[src/rtl/spims_pkg.sv]
// Shared types, register codes and reset constants for the SPI master word shifter.
package spims_pkg;

  // Default word length in bits.
  localparam int WORD_BITS_DEF = 8;

  // Configuration register indexes.
  localparam int CFG_IDX_W = 2;
  localparam logic [CFG_IDX_W-1:0] CFG_CLOCK_POLARITY    = 2'd0;
  localparam logic [CFG_IDX_W-1:0] CFG_CLOCK_PHASE       = 2'd1;
  localparam logic [CFG_IDX_W-1:0] CFG_LSB_FIRST         = 2'd2;
  localparam logic [CFG_IDX_W-1:0] CFG_HALF_PERIOD_TICKS = 2'd3;

  localparam int CFG_DATA_W = 16;
  localparam logic [15:0] HALF_PERIOD_RST = 16'd4;

  // Input item modes.
  localparam logic MODE_TICK = 1'b0;
  localparam logic MODE_LOAD = 1'b1;

  typedef struct packed {
    logic       mode;
    logic [7:0] tx_byte;
    logic       last_byte;
    logic       miso_level;
  } in_item_t;

  typedef struct packed {
    logic       sclk_level;
    logic       mosi_level;
    logic       select_n;
    logic       busy_res;
    logic       rx_valid;
    logic [7:0] rx_byte;
    logic       load_rejected;
  } out_item_t;

  typedef struct packed {
    logic        clock_polarity;
    logic        clock_phase;
    logic        lsb_first;
    logic [15:0] half_period_ticks;
  } cfg_regs_t;

endpackage

[src/rtl/spims_cfg.sv]
// Configuration register file for the SPI master word shifter.
module spims_cfg (
  input  logic                               clk,
  input  logic                               rst_n,
  input  logic                               wr_en,
  input  logic [spims_pkg::CFG_IDX_W-1:0]    wr_index,
  input  logic [spims_pkg::CFG_DATA_W-1:0]   wr_data,
  output spims_pkg::cfg_regs_t               cfg
);

  spims_pkg::cfg_regs_t cfg_r;

  // Register writes; each register takes the low bits of the write data.
  always_ff @(posedge clk) begin
    if (!rst_n) begin
      cfg_r.clock_polarity    <= 1'b0;
      cfg_r.clock_phase       <= 1'b0;
      cfg_r.lsb_first         <= 1'b0;
      cfg_r.half_period_ticks <= spims_pkg::HALF_PERIOD_RST;
    end else if (wr_en) begin
      case (wr_index)
        spims_pkg::CFG_CLOCK_POLARITY:    cfg_r.clock_polarity    <= wr_data[0];
        spims_pkg::CFG_CLOCK_PHASE:       cfg_r.clock_phase       <= wr_data[0];
        spims_pkg::CFG_LSB_FIRST:         cfg_r.lsb_first         <= wr_data[0];
        spims_pkg::CFG_HALF_PERIOD_TICKS: cfg_r.half_period_ticks <= wr_data[15:0];
        default: ;
      endcase
    end
  end

  assign cfg = cfg_r;

endmodule

[src/rtl/spims_core.sv]
// Shift state and single pass next state logic of the SPI master word shifter.
module spims_core #(
  parameter int WORD_BITS = spims_pkg::WORD_BITS_DEF
) (
  input  logic                  clk,
  input  logic                  rst_n,
  input  logic                  item_fire,
  input  spims_pkg::in_item_t   item,
  input  spims_pkg::cfg_regs_t  cfg,
  output spims_pkg::out_item_t  result
);

  localparam int IDX_W = $clog2(WORD_BITS);
  localparam int CNT_W = $clog2(WORD_BITS + 1);
  localparam int WIDE_W = (WORD_BITS > 8) ? WORD_BITS : 8;

  logic [WORD_BITS-1:0] tx_shift_r, tx_shift_nxt;
  logic [WORD_BITS-1:0] rx_shift_r, rx_shift_nxt;
  logic [CNT_W-1:0]     bit_index_r, bit_index_nxt;
  logic                 edge_phase_r, edge_phase_nxt;
  logic [15:0]          tick_count_r, tick_count_nxt;
  logic                 clock_level_r, clock_level_nxt;
  logic                 data_out_r, data_out_nxt;
  logic                 select_r, select_nxt;
  logic                 shifting_r, shifting_nxt;
  logic                 release_r, release_nxt;

  logic [WIDE_W-1:0]    tx_wide;
  logic [WIDE_W-1:0]    rx_wide;
  logic [WORD_BITS-1:0] tx_load;
  logic [IDX_W-1:0]     pos_load;
  logic [IDX_W-1:0]     pos_cur;
  logic [IDX_W-1:0]     pos_inc;
  logic [CNT_W-1:0]     cnt_inc;
  logic [15:0]          half_period;
  logic [16:0]          tick_inc;
  logic                 word_done;
  logic                 rejected;

  // Bit positions for the first bit, the current bit and the following bit.
  assign tx_wide  = WIDE_W'(item.tx_byte);
  assign tx_load  = tx_wide[WORD_BITS-1:0];
  assign cnt_inc  = bit_index_r + 1'b1;
  assign pos_load = cfg.lsb_first ? '0 : IDX_W'(WORD_BITS - 1);
  assign pos_cur  = cfg.lsb_first ? bit_index_r[IDX_W-1:0]
                                  : IDX_W'(WORD_BITS - 1) - bit_index_r[IDX_W-1:0];
  assign pos_inc  = cfg.lsb_first ? cnt_inc[IDX_W-1:0]
                                  : IDX_W'(WORD_BITS - 1) - cnt_inc[IDX_W-1:0];
  assign half_period = (cfg.half_period_ticks == 16'd0) ? 16'd1 : cfg.half_period_ticks;
  assign tick_inc    = {1'b0, tick_count_r} + 17'd1;

  // Next state for one item: a load, a tick between edges, or a clock edge.
  // A sampled bit is ORed in, so a position sampled twice after a mid-word
  // register change keeps any one that was seen.
  always_comb begin
    tx_shift_nxt    = tx_shift_r;
    rx_shift_nxt    = rx_shift_r;
    bit_index_nxt   = bit_index_r;
    edge_phase_nxt  = edge_phase_r;
    tick_count_nxt  = tick_count_r;
    clock_level_nxt = clock_level_r;
    data_out_nxt    = data_out_r;
    select_nxt      = select_r;
    shifting_nxt    = shifting_r;
    release_nxt     = release_r;
    word_done       = 1'b0;
    rejected        = 1'b0;

    if (item.mode == spims_pkg::MODE_LOAD) begin
      if (shifting_r) begin
        rejected = 1'b1;
      end else begin
        shifting_nxt    = 1'b1;
        select_nxt      = 1'b0;
        clock_level_nxt = cfg.clock_polarity;
        tx_shift_nxt    = tx_load;
        rx_shift_nxt    = '0;
        bit_index_nxt   = '0;
        edge_phase_nxt  = 1'b0;
        tick_count_nxt  = '0;
        release_nxt     = item.last_byte;
        if (!cfg.clock_phase) begin
          data_out_nxt = tx_load[pos_load];
        end
      end
    end else if (shifting_r) begin
      if (tick_inc < {1'b0, half_period}) begin
        tick_count_nxt = tick_inc[15:0];
      end else begin
        tick_count_nxt  = '0;
        clock_level_nxt = ~clock_level_r;
        if (!edge_phase_r) begin
          // Leading edge.
          if (!cfg.clock_phase) begin
            rx_shift_nxt[pos_cur] = rx_shift_r[pos_cur] | item.miso_level;
          end else begin
            data_out_nxt = tx_shift_r[pos_cur];
          end
          edge_phase_nxt = 1'b1;
        end else begin
          // Trailing edge, which closes the bit.
          if (cfg.clock_phase) begin
            rx_shift_nxt[pos_cur] = rx_shift_r[pos_cur] | item.miso_level;
          end
          edge_phase_nxt = 1'b0;
          bit_index_nxt  = cnt_inc;
          if (cnt_inc == CNT_W'(WORD_BITS)) begin
            word_done = 1'b1;
          end else if (!cfg.clock_phase) begin
            data_out_nxt = tx_shift_r[pos_inc];
          end
        end
        if (word_done) begin
          shifting_nxt  = 1'b0;
          bit_index_nxt = '0;
          if (release_r) begin
            select_nxt = 1'b1;
          end
        end
      end
    end
  end

  // Result for this item, built from the next state.
  assign rx_wide = WIDE_W'(rx_shift_nxt);
  always_comb begin
    result.sclk_level    = clock_level_nxt;
    result.mosi_level    = data_out_nxt;
    result.select_n      = select_nxt;
    result.busy_res      = shifting_nxt;
    result.rx_valid      = word_done;
    result.rx_byte       = word_done ? rx_wide[7:0] : 8'd0;
    result.load_rejected = rejected;
  end

  // Shift state registers.
  always_ff @(posedge clk) begin
    if (!rst_n) begin
      tx_shift_r    <= '0;
      rx_shift_r    <= '0;
      bit_index_r   <= '0;
      edge_phase_r  <= 1'b0;
      tick_count_r  <= '0;
      clock_level_r <= 1'b0;
      data_out_r    <= 1'b0;
      select_r      <= 1'b1;
      shifting_r    <= 1'b0;
      release_r     <= 1'b0;
    end else if (item_fire) begin
      tx_shift_r    <= tx_shift_nxt;
      rx_shift_r    <= rx_shift_nxt;
      bit_index_r   <= bit_index_nxt;
      edge_phase_r  <= edge_phase_nxt;
      tick_count_r  <= tick_count_nxt;
      clock_level_r <= clock_level_nxt;
      data_out_r    <= data_out_nxt;
      select_r      <= select_nxt;
      shifting_r    <= shifting_nxt;
      release_r     <= release_nxt;
    end
  end

  // Chip select stays asserted for the whole word.
  a_select_while_shifting: assert property (@(posedge clk) disable iff (!rst_n)
    shifting_r |-> !select_r)
    else $error("chip select released while a word is shifting");

  // Idle means the bit and tick counters are back at zero.
  a_idle_counters_clear: assert property (@(posedge clk) disable iff (!rst_n)
    !shifting_r |-> (bit_index_r == '0) && (tick_count_r == '0) && !edge_phase_r)
    else $error("bit or tick counter left nonzero while idle");

  // The bit counter never reaches the word length between items.
  a_bit_index_range: assert property (@(posedge clk) disable iff (!rst_n)
    bit_index_r < CNT_W'(WORD_BITS))
    else $error("bit counter out of range");

endmodule

[src/rtl/spi_master_byte_shifter_unit.sv]
// Top level of the SPI master word shifter: input register, shift logic, result register.
// A transfer accepted into the input register passes the shift logic and is held in the
// result register. Throughput: one item per cycle unless a held result stalls the pipeline,
// set by the single pass next state logic between the two registers.
// Configuration writes are registered and take effect in the cycle after their transfer.
// Synchronous active-low reset idles the shifter, deselects the slave and restores defaults.
module spi_master_byte_shifter_unit #(
  parameter int WORD_BITS = spims_pkg::WORD_BITS_DEF
) (
  input  logic                              clk,
  input  logic                              rst_n,
  input  logic                              in_valid,
  output logic                              in_ready,
  input  spims_pkg::in_item_t               in_data,
  output logic                              out_valid,
  input  logic                              out_ready,
  output spims_pkg::out_item_t              out_data,
  input  logic                              cfg_valid,
  output logic                              cfg_ready,
  input  logic [spims_pkg::CFG_IDX_W-1:0]   cfg_index,
  input  logic [spims_pkg::CFG_DATA_W-1:0]  cfg_data
);

  logic                 in_vld_r;
  spims_pkg::in_item_t  in_data_r;
  logic                 out_vld_r;
  spims_pkg::out_item_t out_data_r;
  spims_pkg::out_item_t result;
  spims_pkg::cfg_regs_t cfg;
  logic                 advance;
  logic                 item_fire;

  // Pipeline moves whenever the result register is empty or being drained.
  assign advance   = !out_vld_r || out_ready;
  assign in_ready  = !in_vld_r || advance;
  assign item_fire = in_vld_r && advance;
  assign cfg_ready = 1'b1;

  spims_cfg u_cfg (
    .clk      (clk),
    .rst_n    (rst_n),
    .wr_en    (cfg_valid),
    .wr_index (cfg_index),
    .wr_data  (cfg_data),
    .cfg      (cfg)
  );

  spims_core #(
    .WORD_BITS (WORD_BITS)
  ) u_core (
    .clk       (clk),
    .rst_n     (rst_n),
    .item_fire (item_fire),
    .item      (in_data_r),
    .cfg       (cfg),
    .result    (result)
  );

  // Input register.
  always_ff @(posedge clk) begin
    if (!rst_n) begin
      in_vld_r <= 1'b0;
    end else if (in_ready) begin
      in_vld_r <= in_valid;
    end
  end

  always_ff @(posedge clk) begin
    if (in_valid && in_ready) begin
      in_data_r <= in_data;
    end
  end

  // Result register.
  always_ff @(posedge clk) begin
    if (!rst_n) begin
      out_vld_r <= 1'b0;
    end else if (advance) begin
      out_vld_r <= in_vld_r;
    end
  end

  always_ff @(posedge clk) begin
    if (item_fire) begin
      out_data_r <= result;
    end
  end

  assign out_valid = out_vld_r;
  assign out_data  = out_data_r;

  // A completed word always reports the shifter as idle.
  a_rx_valid_idle: assert property (@(posedge clk) disable iff (!rst_n)
    (out_vld_r && out_data_r.rx_valid) |-> !out_data_r.busy_res)
    else $error("word reported while still busy");

  // A rejected load is only possible while a word is shifting.
  a_reject_busy: assert property (@(posedge clk) disable iff (!rst_n)
    (out_vld_r && out_data_r.load_rejected) |-> out_data_r.busy_res && !out_data_r.rx_valid)
    else $error("load rejected while idle");

  // A held result does not let a new item into the shift logic.
  a_no_fire_on_stall: assert property (@(posedge clk) disable iff (!rst_n)
    (out_vld_r && !out_ready) |-> !item_fire)
    else $error("item processed while result stalled");

endmodule
[config.mk]
export PLATFORM = sky130hd
export DESIGN_NAME = spi_master_byte_shifter_unit
export DESIGN_NICKNAME = d
export VERILOG_FILES = /design/src/rtl/spims_pkg.sv /design/src/rtl/spims_cfg.sv /design/src/rtl/spims_core.sv /design/src/rtl/spi_master_byte_shifter_unit.sv
export SDC_FILE = /design/constraint.sdc
export NUM_CORES = 1
export LEC_CHECK = 0
export ABC_AREA = 1
export ABC_CLOCK_PERIOD_IN_PS = 3500
export BUFFER_PORTS_ARGS = -buffer_cell sky130_fd_sc_hd__buf_2
export CAP_MARGIN = 20
export CORE_UTILIZATION = 40
export CTS_CLUSTER_DIAMETER = 50
export DETAILED_ROUTE_END_ITERATION = 8
export HOLD_SLACK_MARGIN = 0.05
export PLACE_DENSITY = 0.56
export SYNTH_ARGS = -nofsm -noshare
export SYNTH_HDL_FRONTEND = slang
export SYNTH_SLANG_ARGS = --single-unit
[constraint.sdc]
create_clock -name clk -period 3.5 [get_ports clk]
set_clock_uncertainty 0.05 [all_clocks]
set_input_delay 0.7 -clock clk [delete_from_list [all_inputs] [get_ports clk]]
set_output_delay 0.7 -clock clk [all_outputs]
set_load 0.01 [all_outputs]
# --- Word-level counts from Yosys, hierarchy flattened ---
# Index checks and enable logic that the tools add are counted.
word_totals:
  output_inout_bits: 17
  wordCells: 133
  inputBits: 34
  reg_bits: 88
classes:
  n_reduce_logical: 19
  mux: 69
  magnitude_cmp: 5
  bitwise: 3
  addsub: 4
  eq_ne: 6
ops:
  columns: ["op", "n"]
  rows:
  - ["$mux W16", 5]
  - ["$mux W8", 7]
  - ["$mux W1", 42]
  - ["$mux W4", 6]
  - ["$add A16 B1 Y17 const B", 1]
  - ["$lt A17 B16 Y1", 1]
  - ["$logic_not A16 Y1", 1]
  - ["$bmux W1 S3", 4]
  - ["$lt A3 B4 Y1 const B", 3]
  - ["$mux W3", 3]
  - ["$bwmux W8", 1]
  - ["$reduce_and A2 Y1", 4]
  - ["$reduce_and A3 Y1", 2]
  - ["$sub A3 B3 Y3 const A", 2]
  - ["$reduce_and A5 Y1", 1]
  - ["$add A4 B1 Y4 const B", 1]
  - ["$eq A2 B2 Y1 const B", 2]
  - ["$eq A4 B4 Y1 const B", 1]
  - ["$ne A2 B2 Y1 const B", 2]
  - ["$reduce_and A4 Y1", 1]
  - ["$demux W1 S3", 1]
  - ["$ge A3 B1 Y1 const B", 1]
  - ["$logic_and A1 B1 Y1", 3]
  - ["$reduce_bool A3 Y1", 1]
  - ["other kinds (7)", 10]

# --- Logic depth before layout (Yosys ltp) ---
logic_depth:
  ltp_word: 12
  mapped_depth: 24
  mapped_depth_nobuf: 24

# --- Cells and area by module ---
# Synthesis repeated with hierarchy kept, for this count alone.
hier_totals:
  cells_unflattened: 716
  hier_area_um2: 5102.4
modules_own_cells:
  columns: ["mod", "seq_area_each_um2", "cells_per_inst", "instances", "area_per_inst_um2"]
  rows:
  - ["spims_core", 840.8, 553, 1, 3440.8]
  - ["spi_master_byte_shifter_unit", 790.8, 40, 1, 857.1]
  - ["spims_cfg", 380.4, 123, 1, 804.5]

# --- Worst setup path after synthesis ---
# No wires, ideal clock.
synth_timing:
  path_type: "flip-flop to flip-flop"
  from: "register u_core.tick_count_r[0]"
  to: "register out_data_r (netlist bit out_data[1]) (data pin)"
  setup_slack_ns: 0.608
  t_arrival_ns: 2.582
  stages_incl_launch_ff: 19
  n_path_buf: 0
  setup_time_ns: 0.261
  path_cell_list: "dfxtp_1 inv_1 nor3_2 nand2_1 nor2_2 nand4_2 nor3_1 xor2_1 ha_1 and3_1 nand2_1 nor3_1 nand2_1 nand2_4 nand2_1 nor2_4 nand2_1 nand3_1 a21oi_1"
synth_between:
  elab_chain_len: 5
  word_cells_on_any_way: 8
  cone_classes: "1 x add/sub; 1 x order compare; 6 x mux"
synth_lines:
  columns: ["element", "line_no", "rtl"]
  rows:
  - ["from (decl)", "spims_core.sv:21", "logic [15:0] tick_count_r, tick_count_nxt;"]
  - ["from (signal assigned)", "spims_core.sv:154", "tick_count_r <= tick_count_nxt;"]
  - ["$add A16 B1 Y17 (*)", "spims_core.sv:50", "assign tick_inc = {1'b0, tick_count_r} + 17'd1;"]
  - ["$lt A17 B16 Y1 (*)", "spims_core.sv:87", "if (tick_inc < {1'b0, half_period}) begin"]
  - ["$mux W8 / $mux W1 (equally long branches)", "spims_core.sv:87", null]
  - ["$mux W8 / $mux W1 (equally long branches)", "spims_core.sv:86", "end else if (shifting_r) begin"]
  - ["$mux W8 / $mux W1 (equally long branches)", "spims_core.sv:69", "if (item.mode == spims_pkg::MODE_LOAD) begin"]
  - ["to (signal assigned)", "spi_master_byte_shifter_unit.sv:85", "out_data_r <= result;"]
  - ["to (decl)", "spi_master_byte_shifter_unit.sv:27", "spims_pkg::out_item_t out_data_r;"]
# Mark *: on every way between the ends. The rest lies on a longest branch, timed or not.
# A chain may end at the register's enable or synchronous reset.

# --- Worst setup path after layout ---
layout_timing:
  from: "register u_core.tick_count_r[0]"
  to: "register out_data_r (netlist bit out_data[5]) (data pin)"
# Same word-level chain as after synthesis.

==> impl_metrics.toml <==
[layout]
num_antenna_cells = 0
nets = 761
syn_to_final_growth_pct = 13.77
layout-drive-gt1-share = 0.1262
stdcell_count = 856

[synth]
synth-xor-area-share = 0.03462
yosys.area_share.simple = 0.2691
syn_inst = 665
yosysWarnings = 0
synth_top_family_by_area = "simple AND/OR/NAND/NOR gates"
yosys_register_bits = 88
yosys.area_share.adder = 0.04945
synth_nets = 718
synthMuxAreaShare = 0
synth_compound_area_frac = 0.1288
synth_area_um2 = 4807
synth_cell_types = 37
ys_seq_area_frac = 0.4185
avgSynthCellArea_um2 = 7.229

[cts]
numCtsBuffers = 9
post_cts_buffers = 0
clockBufferDepth = 2
clock_latency_ns = 0.35
clk_pin_slew_ns = 0.06
numClockSinks = 88
cts_tree = "built"
cts-root-buf = "clkbuf_16"
htree_num_levels = 3
ctsHoldBuffers = 0

[grt]
first_global_vias = 3755
grt_pass1_wl_mm = 18.26
grt_usage = 0.1851
gr-total-overflow = 0
antenna_found_initial = 0
grt_max_degree = 31

[worst_setup_path]
cp-start-kind = "register"
r2r-start = "u_core.tick_count_r[0]"
cp_cell_sequence = "inv_1 -> nor3_2 -> nand2_1 -> nor2_4 -> nand4_2 -> nor3_2 -> xor2_1 -> ha_1 -> and3_1 -> nand2_1 -> nor3_1 -> nand2_1 -> nand2_4 -> nand3b_1 -> nand2_1 -> nand3_1 -> a21oi_1"
cp_num_cells = 17
cp.arrival_ns = 3.35
critPathLaunch = "u_core.tick_count_r[0]"
ff2ff_path_depth = 17
reg2reg_slack_ns = 0.29
crit_top_cell = "nand2_1"
crit_path_end_kind = "register"
critical_path.top_delay_family = "simple AND/OR/NAND/NOR gates"
crit_end = "out_data[5]"
r2r-end = "out_data[5]"
cp_max_fo = 8
path_buf_inv = 1
worstPathRequired_ns = 3.64
critical_path.slowest_cell = "dfxtp_1"
critPathMaxStageDelay_ns = 0.35
crit_type = "register to register"

[min_path]
hp-class = "register to register"
hold_depth = 2

[detailed_routing]
vias = 4253
drc = 7
drt-wirelength-per-cell_um = 12.78
drt_iter0_markers = 209
drt_first_pass_iters = 7
avgViaCountPerCell = 4.968
drtAntennaViolNets = 0
wl_mm = 10.94

[sta]
relSlewSlack = 0.5143
worst_pin_slew_ns = 0.7278
fin_hold_ws_ns = 0.4226
period_needed_ns = 3.209
hold_viol = 0
fin_crit_sh = 0.9169
rsz0062_at_grt = "no"
tns_ns = 0
drv_slew = 0
max_freq_ghz = 0.3116
setup_viol = 0

[die]
die_area_um2 = 12460
die_y_um = 111.6
coreArea_um2 = 11560
fp.dieW_um = 111.6
core.rowCount = 39
num_io_pins = 51
initial_core_util = 0.4157

[flow_run]
max_cap_viol_count = 0

[power_and_ir_drop]
finalPower_w = 0.002353
powerDensity_nw_per_um2 = 430.2
power.leakage_nw = 2.467
ir_drop_uv = 273.3

[placement]
port_buffers = 49
dp_hpwl_mm = 7.965
gp_congestion = 0.8354
dpl.cell_count = 840

[status]
status = "finished, violations left"
violations = "DRC"
[stage by stage]
stage | cell area [um^2] | worst slack (ns) | util
after floorplan | 4807 | 0.6075 | -
after global placement | 5159 | 0.3163 | 0.4461
after detailed placement | 5159 | 0.1919 | 0.4461
after CTS | 5456 | 0.1592 | 0.4718
after global routing | 5469 | 0.01798 | 0.4729
final | 5469 | 0.2909 | 0.4729
[worst min-delay path by stage]
stage	slack [ns]	start	to
after floorplan	0.38	u_core.select_r	u_core.select_r
after global placement	0.40	u_core.select_r	u_core.select_r
after detailed placement	0.40	u_core.select_r	u_core.select_r
after CTS	0.42	u_core.select_r	u_core.select_r
after global routing	0.44	u_core.select_r	u_core.select_r
final	0.42	u_core.tx_shift_r[1]	u_core.tx_shift_r[1]
[layout make-up]
class	count	area (um^2)
inverter	99	371.6
sequential	88	2012
timing repair buffer	53	275.3
multi-input combinational	457	2333
clock inverter	6	58.81
fill	1145	6096
tap	143	178.9
clock buffer	10	239.0
[registers in the layout, indices dropped and copies added, names as in the netlist]
name,cells
u_core.release_r,1
u_core.bit_index_r,4
u_core.clock_level_r,1
u_core.select_r,1
in_vld_r,1
u_core.data_out_r,1
in_data_r,11
u_cfg.cfg,19
u_core.shifting_r,1
u_core.edge_phase_r,1
out_valid,1
out_data,14
u_core.tick_count_r,16
u_core.rx_shift_r,8
u_core.tx_shift_r,8
[kinds of logic (layout without fill, tap and decap cells)]
| family | after synthesis | in the layout |
|---|---|---|
| simple gates | 297 | 297 |
| compound gates | 121 | 121 |
| buf+inv | 120 | 168 |
| flops | 88 | 88 |
| fa+ha+maj | 19 | 19 |
| xor+xnor | 19 | 19 |
| other cells | 1 | 1 |
[synthesized netlist by cell type (all sizes together)]
cell type	n	area share
nor4	5	0.0065
dfxtp	63	0.26
clkinv	2	0.0016
a21oi	81	0.084
o211ai	1	0.0016
nor3b	1	0.0016
edfxtp	25	0.16
nand3b	1	0.0016
nor2	31	0.028
conb	1	0.00078
a31oi	4	0.0052
clkbuf	10	0.0078
nand3	50	0.055
ha	19	0.049
xor2	12	0.022
inv	97	0.076
a21o	1	0.0016
nand2	188	0.15
and3	1	0.0013
nand4	5	0.0078
or2	3	0.0039
xnor2	7	0.013
buf	11	0.014
o21ai	34	0.036
nor3	12	0.014
[per-layer routing]
| layer | part of all wire | global-route usage | vias to the layer above | wire length [um] |
|---|---|---|---|---|
| li1 | - | - | 2231 | - |
| met1 | 0.53 | 0.2640 | 1911 | 5753 |
| met2 | 0.42 | 0.2758 | 99 | 4541 |
| met3 | 0.039 | 0.02722 | 12 | 429 |
| met4 | 0.019 | 0.08378 | 0 | 212 |
| met5 | 0 | 0 | - | 0 |
[layout by cell type (no fill, tap or decap), types with 7 or more instances in the layout]
| cell | netlist | final |
|---|---|---|
| inv_1 | 92 | 92 |
| xnor2_1 | 7 | 7 |
| nor3_1 | 11 | 10 |
| nor2_1 | 27 | 27 |
| ha_1 | 19 | 19 |
| edfxtp_1 | 25 | 25 |
| o21ai_0 | 33 | 33 |
| a21oi_1 | 81 | 81 |
| buf_2 | 7 | 49 |
| xor2_1 | 12 | 12 |
| dfxtp_1 | 63 | 63 |
| nand2_1 | 185 | 184 |
| clkbuf_16 | 0 | 9 |
| nand3_1 | 47 | 47 |
[worst reg2reg max path, delay by kind of cell, from the launching register on]
kind	cells	cell delay (ns)
simple gates	13	1.97
buf+inv	1	0.08
compound gates	1	0.17
xor+xnor	1	0.11
flops	1	0.35
fa+ha+maj	1	0.30
[power breakdown]
part,internal (W),total (W),switching (W)
logic,0.0000895,0.000263,0.000173
registers,0.00109,0.00112,0.0000269
clock network,0.000567,0.000969,0.000402
[repair_timing]
item | 4_1_cts | 5_1_grt
hold endpoints to repair | 0 | 0
setup endpoints to repair | 0 | 13
resized for setup | 0 | 3
Note: power is estimated with default switching activity, not from simulation.
